===== src/sv/iecr_pkg.sv =====
// Package with the shared types, constants and checksum helper of the ICMP echo checker.
`default_nettype none

package iecr_pkg;

    // ICMP header constants.
    localparam logic [7:0] ICMP_TYPE_ECHO_REQ = 8'd8;
    localparam logic [7:0] ICMP_CODE_ECHO     = 8'd0;
    localparam logic [3:0] HEADER_BYTES       = 4'd8;

    // Byte positions inside the header that need special handling.
    localparam logic [3:0] POS_TYPE    = 4'd0;
    localparam logic [3:0] POS_CODE    = 4'd1;
    localparam logic [3:0] POS_CSUM_HI = 4'd2;
    localparam logic [3:0] POS_CSUM_LO = 4'd3;

    // Value of a correct ones-complement sum over a whole message.
    localparam logic [15:0] SUM_GOOD = 16'hFFFF;

    // Result status codes.
    typedef enum logic [2:0] {
        ST_REPLY     = 3'd0,
        ST_SHORT     = 3'd1,
        ST_CSUM_ERR  = 3'd2,
        ST_BAD_TYPE  = 3'd3,
        ST_BAD_CODE  = 3'd4
    } t_status;

    // One input byte with its end-of-message mark.
    typedef struct packed {
        logic [7:0] data_byte;
        logic       last_byte;
    } t_in_item;

    // One result item.
    typedef struct packed {
        t_status     status;
        logic [15:0] reply_checksum;
    } t_result;

    // Ones-complement 16-bit add with end-around carry.
    function automatic logic [15:0] oc_add(input logic [15:0] a, input logic [15:0] b);
        logic [16:0] s;
        s = {1'b0, a} + {1'b0, b};
        return s[15:0] + {15'd0, s[16]};
    endfunction

endpackage

`default_nettype wire


===== src/sv/iecr_in_if.sv =====
// Interface for the byte input channel of the ICMP echo checker.
`default_nettype none

interface iecr_in_if;

    logic       valid;
    logic       ready;
    logic [7:0] data_byte;
    logic       last_byte;

    modport source (output valid, output data_byte, output last_byte, input ready);
    modport sink   (input valid, input data_byte, input last_byte, output ready);

endinterface

`default_nettype wire


===== src/sv/iecr_out_if.sv =====
// Interface for the result channel of the ICMP echo checker.
`default_nettype none

interface iecr_out_if;

    logic        valid;
    logic        ready;
    logic [2:0]  status;
    logic [15:0] reply_checksum;

    modport source (output valid, output status, output reply_checksum, input ready);
    modport sink   (input valid, input status, input reply_checksum, output ready);

endinterface

`default_nettype wire


===== src/sv/icmp_echo_check_and_reply_core.sv =====
// Top level of the ICMP echo checker and reply checksum generator.
//
// Usage: an ICMP message enters on i_in_chan one byte per transfer, in network
// order, with last_byte set on its final byte. Bytes are paired into 16-bit
// words and added into two ones-complement running sums, one over the message
// as received and one with the type set to echo reply and the checksum field
// taken as zero. The final byte produces one transfer on o_out_chan with the
// status and, for a good echo request, the checksum for the reply header.
// Other bytes produce no result.
// Throughput: one byte per cycle while no final byte waits for a busy result
// slot, set by the accumulate step between the input and result registers.
// A final byte is held in the input register and its result is then captured
// in the result register, from which the receiver takes it.
// When the receiver stalls, the result waits in the output register while
// further bytes keep flowing; only a second final byte waits in the input
// register, and then ready on i_in_chan drops until the result is taken.
// Reset (synchronous, active low) empties both registers and clears the sums,
// the byte count and the captured header bytes. State also returns to these
// values after every final byte, so messages follow each other directly.
`default_nettype none

module icmp_echo_check_and_reply_core (
    input  wire logic    i_clk,
    input  wire logic    i_rst_n,
    iecr_in_if.sink      i_in_chan,
    iecr_out_if.source   o_out_chan
);

    iecr_pkg::t_in_item in_item;
    logic               in_valid;
    logic               out_free;
    logic               take;
    iecr_pkg::t_result  acc_result;

    logic               r_out_valid;
    iecr_pkg::t_result  r_out_result;

    // A held byte moves on unless it is a final byte and the result slot is busy.
    assign out_free = !r_out_valid || o_out_chan.ready;
    assign take     = in_valid && (!in_item.last_byte || out_free);

    iecr_in_reg u_in_reg (
        .i_clk     (i_clk),
        .i_rst_n   (i_rst_n),
        .i_in_chan (i_in_chan),
        .i_take    (take),
        .o_item    (in_item),
        .o_valid   (in_valid)
    );

    iecr_accum u_accum (
        .i_clk    (i_clk),
        .i_rst_n  (i_rst_n),
        .i_step   (take),
        .i_item   (in_item),
        .o_result (acc_result)
    );

    // Result register valid flag.
    always_ff @(posedge i_clk) begin
        if (!i_rst_n) begin
            r_out_valid <= 1'b0;
        end else if (take && in_item.last_byte) begin
            r_out_valid <= 1'b1;
        end else if (o_out_chan.ready) begin
            r_out_valid <= 1'b0;
        end
    end

    // Result register payload.
    always_ff @(posedge i_clk) begin
        if (take && in_item.last_byte) begin
            r_out_result <= acc_result;
        end
    end

    assign o_out_chan.valid          = r_out_valid;
    assign o_out_chan.status         = r_out_result.status;
    assign o_out_chan.reply_checksum = r_out_result.reply_checksum;

    // A consumed final byte always lands in the result register.
    a_final_loads: assert property (@(posedge i_clk) disable iff (!i_rst_n)
        (take && in_item.last_byte) |=> r_out_valid)
        else $error("final byte did not produce a result");

    // The reply checksum is only nonzero on an echo reply result.
    a_chk_zero: assert property (@(posedge i_clk) disable iff (!i_rst_n)
        (r_out_valid && r_out_result.status != iecr_pkg::ST_REPLY)
            |-> (r_out_result.reply_checksum == 16'd0))
        else $error("reply checksum set on a failing message");

    // A byte that is not consumed stays in the input register.
    a_no_drop: assert property (@(posedge i_clk) disable iff (!i_rst_n)
        (in_valid && !take) |=> in_valid)
        else $error("input byte lost while stalled");

    // A blocked result is never overwritten by a new one.
    a_no_overwrite: assert property (@(posedge i_clk) disable iff (!i_rst_n)
        (r_out_valid && !o_out_chan.ready) |-> !(take && in_item.last_byte))
        else $error("pending result overwritten");

endmodule

`default_nettype wire


===== src/sv/iecr_in_reg.sv =====
// Input register that captures one byte transfer and holds it until it is consumed.
`default_nettype none

module iecr_in_reg (
    input  wire logic            i_clk,
    input  wire logic            i_rst_n,
    iecr_in_if.sink              i_in_chan,
    input  wire logic            i_take,
    output iecr_pkg::t_in_item   o_item,
    output logic                 o_valid
);

    logic               r_valid;
    iecr_pkg::t_in_item r_item;

    // The register takes a new transfer when empty or when its item leaves this cycle.
    assign i_in_chan.ready = !r_valid || i_take;

    // Occupancy flag.
    always_ff @(posedge i_clk) begin
        if (!i_rst_n) begin
            r_valid <= 1'b0;
        end else if (i_in_chan.ready) begin
            r_valid <= i_in_chan.valid;
        end
    end

    // Payload capture; no reset needed.
    always_ff @(posedge i_clk) begin
        if (i_in_chan.ready && i_in_chan.valid) begin
            r_item.data_byte <= i_in_chan.data_byte;
            r_item.last_byte <= i_in_chan.last_byte;
        end
    end

    assign o_item  = r_item;
    assign o_valid = r_valid;

endmodule

`default_nettype wire


===== src/sv/iecr_accum.sv =====
// Running checksum state and end-of-message status decision of the ICMP echo checker.
`default_nettype none

module iecr_accum (
    input  wire logic               i_clk,
    input  wire logic               i_rst_n,
    input  wire logic               i_step,
    input  wire iecr_pkg::t_in_item i_item,
    output iecr_pkg::t_result       o_result
);

    logic [15:0] r_full_sum,  n_full_sum;
    logic [15:0] r_reply_sum, n_reply_sum;
    logic [7:0]  r_held_high, n_held_high;
    logic [3:0]  r_byte_pos,  n_byte_pos;
    logic        r_odd,       n_odd;
    logic [7:0]  r_msg_type,  n_msg_type;
    logic [7:0]  r_msg_code,  n_msg_code;

    logic [15:0] word_full;
    logic [15:0] word_reply;
    logic        add_word;
    iecr_pkg::t_status status;

    // Word assembly: a held high byte is completed, or an odd final byte is padded.
    always_comb begin
        word_full  = 16'd0;
        word_reply = 16'd0;
        add_word   = 1'b0;
        if (r_odd) begin
            add_word   = 1'b1;
            word_full  = {r_held_high, i_item.data_byte};
            word_reply = word_full;
            if (r_byte_pos == iecr_pkg::POS_CODE) begin
                // Type byte is replaced by the reply type, which is zero.
                word_reply = {8'd0, i_item.data_byte};
            end
            if (r_byte_pos == iecr_pkg::POS_CSUM_LO) begin
                // The checksum field does not count in the reply sum.
                word_reply = 16'd0;
            end
        end else if (i_item.last_byte) begin
            add_word   = 1'b1;
            word_full  = {i_item.data_byte, 8'd0};
            word_reply = word_full;
            if (r_byte_pos == iecr_pkg::POS_TYPE || r_byte_pos == iecr_pkg::POS_CSUM_HI) begin
                word_reply = 16'd0;
            end
        end
    end

    // Next state of the running sums and header capture.
    always_comb begin
        n_full_sum  = add_word ? iecr_pkg::oc_add(r_full_sum, word_full) : r_full_sum;
        n_reply_sum = add_word ? iecr_pkg::oc_add(r_reply_sum, word_reply) : r_reply_sum;
        n_held_high = r_odd ? r_held_high : (i_item.last_byte ? r_held_high
                                                              : i_item.data_byte);
        n_odd       = !r_odd && !i_item.last_byte;
        n_msg_type  = (r_byte_pos == iecr_pkg::POS_TYPE) ? i_item.data_byte : r_msg_type;
        n_msg_code  = (r_byte_pos == iecr_pkg::POS_CODE) ? i_item.data_byte : r_msg_code;
        n_byte_pos  = (r_byte_pos < iecr_pkg::HEADER_BYTES) ? r_byte_pos + 4'd1 : r_byte_pos;
    end

    // Status priority: short header, bad checksum, unknown type, bad echo code.
    always_comb begin
        if (r_byte_pos < iecr_pkg::HEADER_BYTES - 4'd1) begin
            status = iecr_pkg::ST_SHORT;
        end else if (n_full_sum != iecr_pkg::SUM_GOOD) begin
            status = iecr_pkg::ST_CSUM_ERR;
        end else if (n_msg_type != iecr_pkg::ICMP_TYPE_ECHO_REQ) begin
            status = iecr_pkg::ST_BAD_TYPE;
        end else if (n_msg_code != iecr_pkg::ICMP_CODE_ECHO) begin
            status = iecr_pkg::ST_BAD_CODE;
        end else begin
            status = iecr_pkg::ST_REPLY;
        end
        o_result.status         = status;
        o_result.reply_checksum = (status == iecr_pkg::ST_REPLY) ? ~n_reply_sum : 16'd0;
    end

    // State update; the final byte returns everything to the idle values.
    always_ff @(posedge i_clk) begin
        if (!i_rst_n || (i_step && i_item.last_byte)) begin
            r_full_sum  <= 16'd0;
            r_reply_sum <= 16'd0;
            r_held_high <= 8'd0;
            r_byte_pos  <= 4'd0;
            r_odd       <= 1'b0;
            r_msg_type  <= 8'd0;
            r_msg_code  <= 8'd0;
        end else if (i_step) begin
            r_full_sum  <= n_full_sum;
            r_reply_sum <= n_reply_sum;
            r_held_high <= n_held_high;
            r_byte_pos  <= n_byte_pos;
            r_odd       <= n_odd;
            r_msg_type  <= n_msg_type;
            r_msg_code  <= n_msg_code;
        end
    end

endmodule

`default_nettype wire

===== src/flat_wrapper.sv =====
// flat-port wrapper written by rule: the top's interface ports become plain ports
module icmp_echo_check_and_reply_core_flat 
  (i_clk, i_rst_n, i_in_chan_valid, i_in_chan_data_byte, i_in_chan_last_byte, i_in_chan_ready, o_out_chan_valid, o_out_chan_status, o_out_chan_reply_checksum, o_out_chan_ready);
  iecr_in_if i_in_chan_i ();
  iecr_out_if o_out_chan_i ();
  input  wire logic i_clk;
  input  wire logic i_rst_n;
  input wire logic [$bits(i_in_chan_i.valid)-1:0] i_in_chan_valid;
  input wire logic [$bits(i_in_chan_i.data_byte)-1:0] i_in_chan_data_byte;
  input wire logic [$bits(i_in_chan_i.last_byte)-1:0] i_in_chan_last_byte;
  output wire logic [$bits(i_in_chan_i.ready)-1:0] i_in_chan_ready;
  output wire logic [$bits(o_out_chan_i.valid)-1:0] o_out_chan_valid;
  output wire logic [$bits(o_out_chan_i.status)-1:0] o_out_chan_status;
  output wire logic [$bits(o_out_chan_i.reply_checksum)-1:0] o_out_chan_reply_checksum;
  input wire logic [$bits(o_out_chan_i.ready)-1:0] o_out_chan_ready;
  assign i_in_chan_i.valid = i_in_chan_valid;
  assign i_in_chan_i.data_byte = i_in_chan_data_byte;
  assign i_in_chan_i.last_byte = i_in_chan_last_byte;
  assign i_in_chan_ready = i_in_chan_i.ready;
  assign o_out_chan_valid = o_out_chan_i.valid;
  assign o_out_chan_status = o_out_chan_i.status;
  assign o_out_chan_reply_checksum = o_out_chan_i.reply_checksum;
  assign o_out_chan_i.ready = o_out_chan_ready;
  icmp_echo_check_and_reply_core u_core (.i_clk(i_clk), .i_rst_n(i_rst_n), .i_in_chan(i_in_chan_i), .o_out_chan(o_out_chan_i));
endmodule

===== config.mk =====
export PLATFORM = sky130hd
export DESIGN_NAME = icmp_echo_check_and_reply_core_flat
export DESIGN_NICKNAME = d
export VERILOG_FILES = /design/src/sv/iecr_pkg.sv /design/src/sv/iecr_in_if.sv /design/src/sv/iecr_out_if.sv /design/src/sv/icmp_echo_check_and_reply_core.sv /design/src/sv/iecr_in_reg.sv /design/src/sv/iecr_accum.sv /design/src/flat_wrapper.sv
export SDC_FILE = /design/constraint.sdc
export NUM_CORES = 1
export LEC_CHECK = 0
export BUFFER_PORTS_ARGS = -buffer_cell sky130_fd_sc_hd__buf_2
export CAP_MARGIN = 10
export CORE_AREA = 4 4 126 128
export CTS_BUF_LIST = sky130_fd_sc_hd__clkbuf_16
export CTS_CLUSTER_DIAMETER = 100
export CTS_CLUSTER_SIZE = 8
export DETAILED_ROUTE_END_ITERATION = 10
export DIE_AREA = 0 0 130 132
export GPL_ROUTABILITY_DRIVEN = 0
export PLACE_DENSITY = 0.69
export REMOVE_ABC_BUFFERS = 1
export SYNTH_ARGS = -nofsm -noshare
export SYNTH_HDL_FRONTEND = slang
export SYNTH_SLANG_ARGS = --single-unit

===== constraint.sdc =====
create_clock -name i_clk -period 7 [get_ports i_clk]
set_input_delay 0.35 -clock i_clk [delete_from_list [all_inputs] [get_ports i_clk]]
set_output_delay 0.35 -clock i_clk [all_outputs]
set_load 0.005 [all_outputs]

==> impl_metrics.csv <==
group,metric,value,unit
sta,finalSetupViolations,0,
synth,synth_warnings,0,
final_layout,layout.cells.most_common,"nand2_1",
setup_path,crit_type,"flop to flop",
sta,relSlewSlack,22.5,%
clock_tree,htree_levels,3,
synth,synth.largest_area_cell,"dfxtp_1",
sta,hold_viol_final,0,
final_layout,fin_nets,863,
worst_hold_path,holdPathStages,1,
routing,ant_nets,0,
routing,num_vias,5965,
clock_tree,cts.sinks,91,
clock_tree,cts_buffer_depth,2,
final_layout,num-fill-cells,1470,
global_routing,gr-total-overflow,0,
setup_path,critPathBufInv,0,
clock_tree,post_cts_buffers,0,
synth,ys_types,81,
run,max-cap-violations,0,
setup_path,reg2regPathDepth,20,
sta,finalCritPeriodShare,83.3,%
global_routing,grt_pass1_wl,28.0,mm
floorplan,start_util,44.9,%
sta,slew_viol_final,0,
routing,via_per_inst,5.98,
worst_hold_path,hp-class,"primary input to flop",
clock_tree,path_clk_slew,0.08,ns
final_layout,syn2layout_area_growth,9.12,%
floorplan,die_w,130,µm
setup_path,end_kind,"flop",
clock_tree,cts_root_buf,"clkbuf_16",
power,power.total,1300,µW
clock_tree,clk_latency,0.36,ns
routing,wl,17.5,mm
routing,drcViolationCount,0,
sta,fmax,0.172,GHz
setup_path,reg2reg_to,"u_core.o_out_chan.reply_checksum[12]$_SDFFCE_PP0P_",
sta,hold_ws,0.160,ns
final_layout,design_area,0.00729,mm²
placement,placed_cell_area,0.00697,mm²
setup_path,max_stage_delay,0.76,ns
synth,synthCells,792,
final_layout,layout_common_cells,"nand2_1 (99), nor2_1 (67), dfxtp_1 (63)",
synth,synthFlopType,"dfxtp_1",
routing,detail_route.iter0.violations,486,
sta,worst_pin_slew,1.16,ns
floorplan,die_h,132,µm
sta,post-route-min-period,5.83,ns
setup_path,cp_data_arrival_time,5.99,ns
routing,drtPass1Iterations,5,
routing,wire_per_inst,17.5,µm
synth,synth_area_leaders,"dfxtp_1 (19%), edfxtp_1 (13%), ha_1 (8.1%)",
power,power.density,179,mW/mm²
clock_tree,cts_tree,"done",
setup_path,startpoint_type,"flop",
synth,ys_ff_latch,91,
placement,dp_hpwl,12.9,mm
setup_path,path_delay_family,"compound AO/OA/AOI/OAI gates",
synth,yosysTopAreaCellShare,18.9,%
synth,avgSynthCellArea,8.43,µm²
floorplan,die-area,0.0172,mm²
sta,setup-tns-final,0,ns
global_routing,grt_usage,20.4,%
sta,rsz0062_at_grt,"false",
power,p_leak,0.00290,µW
setup_path,crit-reg2reg-launch,"u_core.u_accum.r_byte_pos[3]$_SDFFE_PP0P_",
clock_tree,cts_resized,0,
floorplan,ios,34,
setup_path,path_max_fanout,9,
synth,async_flop_share,0,%
clock_tree,cts_buffers,9,
outcome,status,"complete, no violations",
clock_tree,hold_buffers,0,
global_routing,grt_start_max_net_pins,56,
setup_path,required,7.16,ns
sta,fin_skew,0.0145,ns
synth,seq_area_frac_synth,31.5,%
worst_hold_path,worstHoldEndpoint,"u_core.u_in_reg.o_item[6]$_DFFE_PP_",
floorplan,core,0.0149,mm²
setup_path,slowest_stage,"a2111oi_0",
placement,io_buffers,33,
final_layout,drive_above_1_share,12.0,%
global_routing,grt_pass1_vias,5340,
final_layout,diodes,0,
power,max-vdd-ir-drop,156,µV
global_routing,antenna_found_initial,0,
setup_path,regToRegSetupSlack,1.17,ns
floorplan,rows,45,
setup_path,cpMostUsedCell,"ha_1",
synth,syn_area,0.00668,mm²
setup_path,path_cells,"nor2_1 > a21boi_0 > and2_1 > ha_1 > fa_1 > a211oi_1 > o21ai_0 > a2111oi_0 > o31ai_1 > a211oi_1 > nor2_1 > o21ai_0 > nand2b_1 > ha_1 > ha_1 > and2_1 > nand3_1 > or4_1 > nand3_1 > a2111oi_2",
worst_hold_path,min_from,"i_in_chan_data_byte[5]",
synth,synth-edff-count,28,
-- worst max-delay path by stage --
| stage | start | cells after the start | slack, ns | endpoint |
|---|---|---|---|---|
| floorplan | u_core.u_accum.r_odd$_SDFFE_PP0P_ | 21 | 1.58 | u_core.o_out_chan.reply_checksum[12]$_SDFFCE_PP0P_ |
| global placement | u_core.u_accum.r_byte_pos[3]$_SDFFE_PP0P_ | 20 | 1.43 | u_core.o_out_chan.reply_checksum[12]$_SDFFCE_PP0P_ |
| detailed placement | u_core.u_accum.r_odd$_SDFFE_PP0P_ | 22 | 1.30 | u_core.o_out_chan.reply_checksum[10]$_SDFFCE_PP0P_ |
| CTS | u_core.u_accum.r_byte_pos[3]$_SDFFE_PP0P_ | 20 | 1.23 | u_core.o_out_chan.reply_checksum[12]$_SDFFCE_PP0P_ |
| global route | u_core.u_accum.r_byte_pos[3]$_SDFFE_PP0P_ | 20 | 0.56 | u_core.o_out_chan.reply_checksum[12]$_SDFFCE_PP0P_ |
| finish | u_core.u_accum.r_byte_pos[3]$_SDFFE_PP0P_ | 20 | 1.17 | u_core.o_out_chan.reply_checksum[12]$_SDFFCE_PP0P_ |
-- cell usage after synthesis, types with 7 or more instances --
cell / count
edfxtp_1: 28
nor2_1: 68
buf_2: 7
nor3_1: 17
nand3_1: 25
o21ai_0: 41
a211oi_1: 18
clkbuf_1: 23
a21oi_1: 53
a31oi_1: 7
nor4_1: 16
a22o_1: 9
and3_1: 7
o31ai_1: 13
a211o_1: 7
nand4_1: 7
nor4_2: 9
inv_1: 24
or3_1: 8
xnor2_1: 19
nand2_1: 100
o21a_1: 11
a21o_1: 11
mux2i_1: 20
ha_1: 43
dfxtp_1: 63
xor2_1: 13
and2_1: 25
-- logic make-up (layout without fill, tap and decap cells) --
group           count (synthesis)  after routing  share of synthesized area [%]
compound gates                220            220                           23.8
xor+xnor                       32             32                           4.20
fa+ha+maj                      45             45                           8.65
buf+inv                        61             79                           3.84
flops                          91             91                           31.5
mux                            21             21                           3.17
simple gates                  322            322                           24.9
-- stage by stage --
stage	utilization [%]	instances	setup slack (ns)
2_1_floorplan	-	755	1.58
3_3_place_gp	46.9	982	1.43
3_5_place_dp	46.9	982	1.30
4_1_cts	49.0	998	1.23
5_1_grt	49.0	998	0.556
6_report	49.0	998	1.17
-- layout make-up --
cell class                      instances  area, µm²  area share (%)
Clock buffer                            9        225            3.09
Clock inverter                          7       93.8            1.29
Inverter                               24       90.1            1.24
Multi-Input combinational cell        640       4330            59.4
Sequential cell                        91       2100            28.8
Tap cell                              188        235            3.23
Timing Repair Buffer                   39        210            2.88
-- sequential cells by signal, summed over array words and instances (netlist names) --
register                          cells
u_core.u_accum.r_full_sum            16
u_core.u_in_reg.o_item                9
u_core.u_accum.r_byte_pos             4
u_core.u_accum.r_reply_sum           16
u_core.u_in_reg.o_valid               1
u_core.o_out_chan.reply_checksum     16
u_core.u_accum.r_held_high            8
u_core.o_out_chan.status              3
u_core.u_accum.r_msg_code             8
u_core.u_accum.r_msg_type             8
u_core.o_out_chan.valid               1
u_core.u_accum.r_odd                  1
-- power breakdown --
group / internal, µW / switching (µW)
sequential: 557 / 20.2
combinational: 71.6 / 128
clock: 288 / 239
total: 917 / 387
-- layer usage --
layer  part of all wire, %  wire, µm  vias to the layer above  track usage (%)
met2                    45      7850                      177             31.3
met4                   2.4       422                        0             6.64
li1                      -         -                     2968                -
met1                    48      8350                     2787             29.2
met3                   4.9       857                       33             2.96
met5                     0         0                        -                0
No activity file was read; power rests on OpenSTA's default activity.
